### src/rtl/core/rbpi_pkg.sv
// ----------------------------------------------------------------------------
// Rigid body pose integrator package
// Transaction types, register codes and shared arithmetic helpers.
// ----------------------------------------------------------------------------
package rbpi_pkg;

   localparam logic [31:0] STEP_SIZE_RESET = 32'd4294967;
   localparam int DIV_STEPS  = 2;
   localparam int DIV_STAGES = 32 / DIV_STEPS;
   localparam int RSP_LATENCY = 5 + 1 + DIV_STAGES + 3;

   localparam logic REG_STEP_SIZE     = 1'b0;
   localparam logic REG_IMPLICIT_MODE = 1'b1;

   localparam logic KIND_POSITION    = 1'b0;
   localparam logic KIND_ORIENTATION = 1'b1;

   typedef struct packed {
      logic              kind;
      logic signed [31:0] a0;
      logic signed [31:0] a1;
      logic signed [31:0] a2;
      logic signed [31:0] a3;
      logic signed [31:0] b0;
      logic signed [31:0] b1;
      logic signed [31:0] b2;
   } req_type;

   typedef struct packed {
      logic              kind_out;
      logic signed [31:0] r0;
      logic signed [31:0] r1;
      logic signed [31:0] r2;
      logic signed [31:0] r3;
   } rsp_type;

   typedef struct packed {
      logic [31:0] step_size;
      logic        implicit_mode;
   } cfg_type;

   typedef struct packed {
      logic             kind;
      logic [3:0][31:0] a;
      logic [3:0][31:0] r_direct;
   } side_type;

   typedef struct packed {
      side_type         side;
      logic [62:0]      den;
      logic [3:0][51:0] num;
      logic [3:0]       neg;
   } front_type;

   typedef struct packed {
      logic [62:0] rem;
      logic [31:0] quo;
      logic        neg;
      logic        big;
   } lane_type;

   typedef struct packed {
      side_type          side;
      logic [62:0]       den;
      lane_type [3:0]    lane;
   } div_type;

   function automatic logic [31:0] sat32(input logic signed [65:0] x);
      logic [31:0] res;
      if (x > 66'sd2147483647) begin
         res = 32'h7FFF_FFFF;
      end else if (x < -66'sd2147483648) begin
         res = 32'h8000_0000;
      end else begin
         res = x[31:0];
      end
      return res;
   endfunction

endpackage

### src/rtl/core/rbpi_csr.sv
// ----------------------------------------------------------------------------
// Rigid body pose integrator register file
// APB-style access to step size and update mode.
// ----------------------------------------------------------------------------
module rbpi_csr (
   input  logic             clock,
   input  logic             reset,
   input  logic             psel,
   input  logic             penable,
   input  logic             pwrite,
   input  logic [2:0]       paddr,
   input  logic [31:0]      pwdata,
   output logic [31:0]      prdata,
   output logic             pready,
   output rbpi_pkg::cfg_type cfg
);
   import rbpi_pkg::*;

   logic [31:0] step_size_ff, step_size_in;
   logic        implicit_ff, implicit_in;
   logic        wr_en;

   assign wr_en  = psel && penable && pwrite;
   assign pready = 1'b1;

   always_comb begin
      step_size_in = step_size_ff;
      implicit_in  = implicit_ff;
      if (wr_en) begin
         case (paddr[2])
            REG_STEP_SIZE:     step_size_in = pwdata;
            REG_IMPLICIT_MODE: implicit_in  = pwdata[0];
            default: ;
         endcase
      end
   end

   always_ff @(posedge clock) begin
      if (reset) begin
         step_size_ff <= STEP_SIZE_RESET;
         implicit_ff  <= 1'b0;
      end else begin
         step_size_ff <= step_size_in;
         implicit_ff  <= implicit_in;
      end
   end

   always_comb begin
      case (paddr[2])
         REG_STEP_SIZE:     prdata = step_size_ff;
         REG_IMPLICIT_MODE: prdata = {31'b0, implicit_ff};
         default:           prdata = '0;
      endcase
   end

   assign cfg.step_size     = step_size_ff;
   assign cfg.implicit_mode = implicit_ff;

endmodule

### config.mk
export PLATFORM = sky130hd
export DESIGN_NAME = rbpi_csr
export DESIGN_NICKNAME = d
export VERILOG_FILES = /design/src/rtl/core/rbpi_pkg.sv /design/src/rtl/core/rbpi_csr.sv
export SDC_FILE = /design/constraint.sdc
export NUM_CORES = 1
export LEC_CHECK = 0
export BUFFER_PORTS_ARGS = -buffer_cell sky130_fd_sc_hd__buf_2
export CORE_MARGIN = 2
export CORE_UTILIZATION = 35
export CTS_CLUSTER_DIAMETER = 200
export DETAILED_ROUTE_END_ITERATION = 7
export HOLD_SLACK_MARGIN = 0.03
export PLACE_DENSITY = 0.68
export SETUP_SLACK_MARGIN = 0.4
export SLEW_MARGIN = 15
export SYNTH_ARGS = -nofsm -noshare
export SYNTH_HDL_FRONTEND = slang
export SYNTH_SLANG_ARGS = --single-unit
export TNS_END_PERCENT = 20
### constraint.sdc
create_clock -name clock -period 2 [get_ports clock]
set_clock_uncertainty 0.15 [all_clocks]
set_input_delay 0.2 -clock clock [delete_from_list [all_inputs] [get_ports clock]]
set_output_delay 0.2 -clock clock [all_outputs]
set_load 0.02 [all_outputs]
### After elaboration in Yosys (flattened, before gate mapping)

Index checks and enable logic that the tools add are counted.

| word-level totals | value |
|---|---|
| flip-flop bits (word level) | 33 |
| word-level logic and storage cells | 8 |

| operators by class | value |
|---|---|
| multiplexer cells | 1 |
| bitwise operators | 1 |
| reduce and logical (&&, ||, !) cells | 4 |

Operators by type and width:

| operator | count |
|---|---|
| $pmux 32 s2 | 1 |
| $reduce_and 2->1 | 2 |
| $logic_and 1x1->1 | 2 |
| $not 1->1 | 1 |

### Depth between registers and ports, before layout

| depth | value |
|---|---|
| depth after elaboration | 3 |
| depth in mapped cells | 4 |

### Worst setup path after synthesis

Ideal clock, no wire load.

| timing | value |
|---|---|
| path type | flip-flop to output port |
| start | register step_size_ff[10] |
| end | output prdata[10] |
| setup slack | 0.844 ns |
| arrival | 0.806 ns |
| stages on the path, launching flop included | 2 |
| buffers on the path | 0 |
| cells stage by stage | dfxtp_1 nor2b_1 |

| on the way | value |
|---|---|
| cells in the longest elaborated chain, start to end | 1 |

Ends and longest elaborated chain:

| what | line | text |
|---|---|---|
| start: declaration | rbpi_csr.sv:19 | `logic [31:0] step_size_ff, step_size_in;` |
| start signal: assignment | rbpi_csr.sv:43 | `step_size_ff <= step_size_in;` |
| $pmux 32 s2 | rbpi_csr.sv:49 | `case (paddr[2])` |
| end: declaration | rbpi_csr.sv:13 | `output logic [31:0] prdata,` |

Every way passes these cells.

### Worst setup path after layout

| timing | value |
|---|---|
| start | input paddr[2] |
| end | output prdata[29] |

| on the way | value |
|---|---|
| cells in the longest elaborated chain, start to end | 2 |

Ends and longest elaborated chain:

| what | line | text |
|---|---|---|
| start: declaration | rbpi_csr.sv:11 | `input logic [2:0] paddr,` |
| $not 1->1 (no line) | - |  |
| $pmux 32 s2 (*) | rbpi_csr.sv:49 |  |

Every way passes the cells marked *; elsewhere a longest branch is shown, timed or not.

==> load_flow_metrics.sql <==
INSERT INTO impl_metrics (metric_group, metric, value, unit) VALUES
('power', 'cellLeakagePower', '1.186', 'nW'),
('sta', 'hold_violations', '0', ''),
('sta', 'drv_slew', '0', ''),
('critical_path', 'arrival_time_reported_for_the_critical_path_endpoint', '1.15', 'ns'),
('cts', 'cts_tree', 'yes', ''),
('layout', 'drive_above_1_share', '38.03', '%'),
('power', 'power.share.switching', '24.68', '%'),
('logic_synthesis', 'most_numerous_cell_types_in_the_synthesized_netlist', '46 x sky130_fd_sc_hd__nand2b_1, 33 x sky130_fd_sc_hd__dfxtp_1, 33 x sky130_fd_sc_hd__mux2i_1, 30 x sky130_fd_sc_hd__nor2b_1, 20 x sky130_fd_sc_hd__nor2_1', ''),
('logic_synthesis', 'ys_async_sr_fraction', '0', '%'),
('die', 'placeableCoreArea', '4723', 'um^2'),
('detailed_routing', 'wl', '3894', 'um'),
('critical_path', 'reg2reg_depth', '2', ''),
('min_path', 'worstHoldEndpoint', 'step_size_ff[5]', ''),
('layout', 'area_growth', '50.95', '%'),
('die', 'boundaryPins', '106', ''),
('sta', 'rsz0062_at_grt', 'no', ''),
('sta', 'fmax', '665.6', 'MHz'),
('logic_synthesis', 'ys.warnings.count', '0', ''),
('cts', 'tritoncts_buffer_count', '5', ''),
('logic_synthesis', 'yosysUniqueCellTypes', '15', ''),
('cts', 'clock_root_cell', 'sky130_fd_sc_hd__clkbuf_8', ''),
('die', 'design.die.area', '5451', 'um^2'),
('logic_synthesis', 'yosys.area.top_type', 'sky130_fd_sc_hd__dfxtp_1', ''),
('logic_synthesis', 'syn_avg_cell_area', '9.326', 'um^2'),
('sta', 'min_period_over_period', '75.12', '%'),
('status', 'outcome', 'finished, final reports clean', ''),
('logic_synthesis', 'synth-seq-cells', '33', ''),
('critical_path', 'crit_chain', 'buf_2 -> buf_4 -> and2b_2 -> buf_2', ''),
('layout', 'final_area', '2576', 'um^2'),
('logic_synthesis', 'main_flop_type_after_synthesis', 'sky130_fd_sc_hd__dfxtp_1', ''),
('layout', 'multi_input_area', '922.1', 'um^2'),
('detailed_routing', 'drt_pass1_iterations', '4', ''),
('power', 'pwr_per_cell_area', '572.8', 'nW/um^2'),
('detailed_routing', 'antenna_left', '0', ''),
('critical_path', 'cp_max_fo', '18', ''),
('cts', 'cts_resized', '0', ''),
('layout', 'diodes', '0', ''),
('logic_synthesis', 'synth.top_cells.by_area', 'sky130_fd_sc_hd__dfxtp_1 39%, sky130_fd_sc_hd__mux2i_1 19%, sky130_fd_sc_hd__nand2b_1 17%', ''),
('layout', 'nets', '344', ''),
('critical_path', 'slowest_stage', 'sky130_fd_sc_hd__buf_2', ''),
('critical_path', 'reg2reg_to', 'step_size_ff[15]', ''),
('cts', 'clk_path_buf_depth', '2', ''),
('placed_design', 'detailed_place_hpwl', '2528', 'um'),
('placed_design', 'port_buffers', '102', ''),
('sta', 'period_needed', '1.502', 'ns'),
('logic_synthesis', 'synth-seq-area-share', '38.71', '%'),
('cts', 'clkLatencyLatePin', '0.27', 'ns'),
('power', 'share_comb_of_total_power', '16.9', '%'),
('detailed_routing', 'routedWlPerCell', '10.47', 'um'),
('grt', 'first_global_vias', '1407', ''),
('layout', 'layout.core_utilization', '54.54', '%'),
('layout', 'seq_area', '660.6', 'um^2'),
('detailed_routing', 'drc', '0', ''),
('critical_path', 'timing.critical_path.slowest_cell_delay', '0.28', 'ns'),
('min_path', 'timing.hold.worst.start', 'pwdata[5]', ''),
('critical_path', 'ff2ff_setup_slack', '1.23', 'ns'),
('cts', 'h-tree-depth', '2', ''),
('placed_design', 'postPlaceCellArea', '2225', 'um^2'),
('min_path', 'hp-class', 'input pin to register', ''),
('grt', 'grt_first_pass_wirelength', '6161', 'um'),
('logic_synthesis', 'yosysMostFrequentCell', 'sky130_fd_sc_hd__nand2b_1', ''),
('sta', 'timing.final.ws_setup', '0.4976', 'ns'),
('cts', 'worst_setup_hold_path_clk_slew', '0.06', 'ns'),
('die', 'placement_rows', '25', ''),
('power', 'vdd_ir_drop_max', '381.9', 'uV'),
('cts', 'cts.sink_count', '33', ''),
('sta', 'fin_tns_setup', '0', 'ns'),
('detailed_routing', 'initialDrtViolationCount', '54', ''),
('run', 'timing.max_cap.violations', '0', ''),
('grt', 'maximum_number_of_pins_on_one_net_before_global_route_repair', '35', ''),
('detailed_routing', 'detail_route.vias_per_cell', '4.210', '');
-- cell families (layout without fill, tap and decap cells) --
group         count (synthesis)  count (layout)  synth area share (%)
buf+inv                      16             138                 7.331
flops                        33              33                 38.71
mux                          34              34                 20.01
other cells                   1               1                0.2197
simple gates                 99              99                 33.72
-- layout by cell type, fill, tap and decap left out, types with 2 or more instances in the layout --
master	instances
sky130_fd_sc_hd__buf_12	2
sky130_fd_sc_hd__clkbuf_8	7
sky130_fd_sc_hd__buf_2	102
sky130_fd_sc_hd__nand2b_1	46
sky130_fd_sc_hd__mux2i_1	33
sky130_fd_sc_hd__nor2b_1	30
sky130_fd_sc_hd__nor2_1	20
sky130_fd_sc_hd__dlygate4sd3_1	25
sky130_fd_sc_hd__dfxtp_1	33
-- registers in the layout (all words and copies together) (netlist names) --
| name | count |
|---|---|
| step_size_ff | 32 |
| implicit_ff | 1 |
-- final cells by class --
| class | count | area share [%] |
|---|---|---|
| multi-input cells | 134 | 35.79 |
| repair buffers | 130 | 31.37 |
| flip-flops and latches | 33 | 25.64 |
| clock buffers | 7 | 3.740 |
| well taps | 67 | 3.254 |
| clock inverters | 1 | 0.1943 |
-- metal layers --
| metal | up-vias | global-route usage, % | wire length [um] |
|---|---|---|---|
| met5 | - | 0 | 0 |
| met4 | 0 | 4.242 | 37 |
| met3 | 4 | 5.761 | 273 |
| met2 | 61 | 25.30 | 1979 |
| met1 | 688 | 16.62 | 1604 |
| li1 | 813 | - | - |
-- critical path: cells and delay by family --
| family | cells | cell delay, ns |
|---|---|---|
| buffers and inverters | 3 | 0.71 |
| and+or+nand+nor | 1 | 0.23 |
-- metrics by stage --
step / power (mW) / cells / hold WS [ns]
after global placement: 0.9063 / 339 / 0.3067
after global routing: 1.557 / 372 / 0.04223
after floorplan: 0.8333 / 183 / 0.2021
after detailed placement: 0.9088 / 339 / 0.3143
after CTS: 1.504 / 371 / 0.03067
final: 1.476 / 372 / 0.03813
-- power by group through the flow --
stage | combinational, mW | sequential, mW | clock, mW
floorplan | 0.121 | 0.713 | 0
global placement | 0.210 | 0.696 | 0
detailed placement | 0.213 | 0.696 | 0
CTS | 0.249 | 0.681 | 0.573
global route | 0.274 | 0.683 | 0.599
finish | 0.249 | 0.681 | 0.545
-- worst max path at each step --
stage / depth (start not counted) / end
after floorplan: 1 / prdata[10]
after global placement: 4 / prdata[29]
after detailed placement: 4 / prdata[29]
after CTS: 4 / prdata[29]
after global routing: 4 / prdata[29]
final: 4 / prdata[29]
-- timing repair --
item,CTS,global route
hold endpoints to repair,24,1
setup endpoints to repair,0,0
hold buffers,24,1
Power figures use the tool's default switching activity.
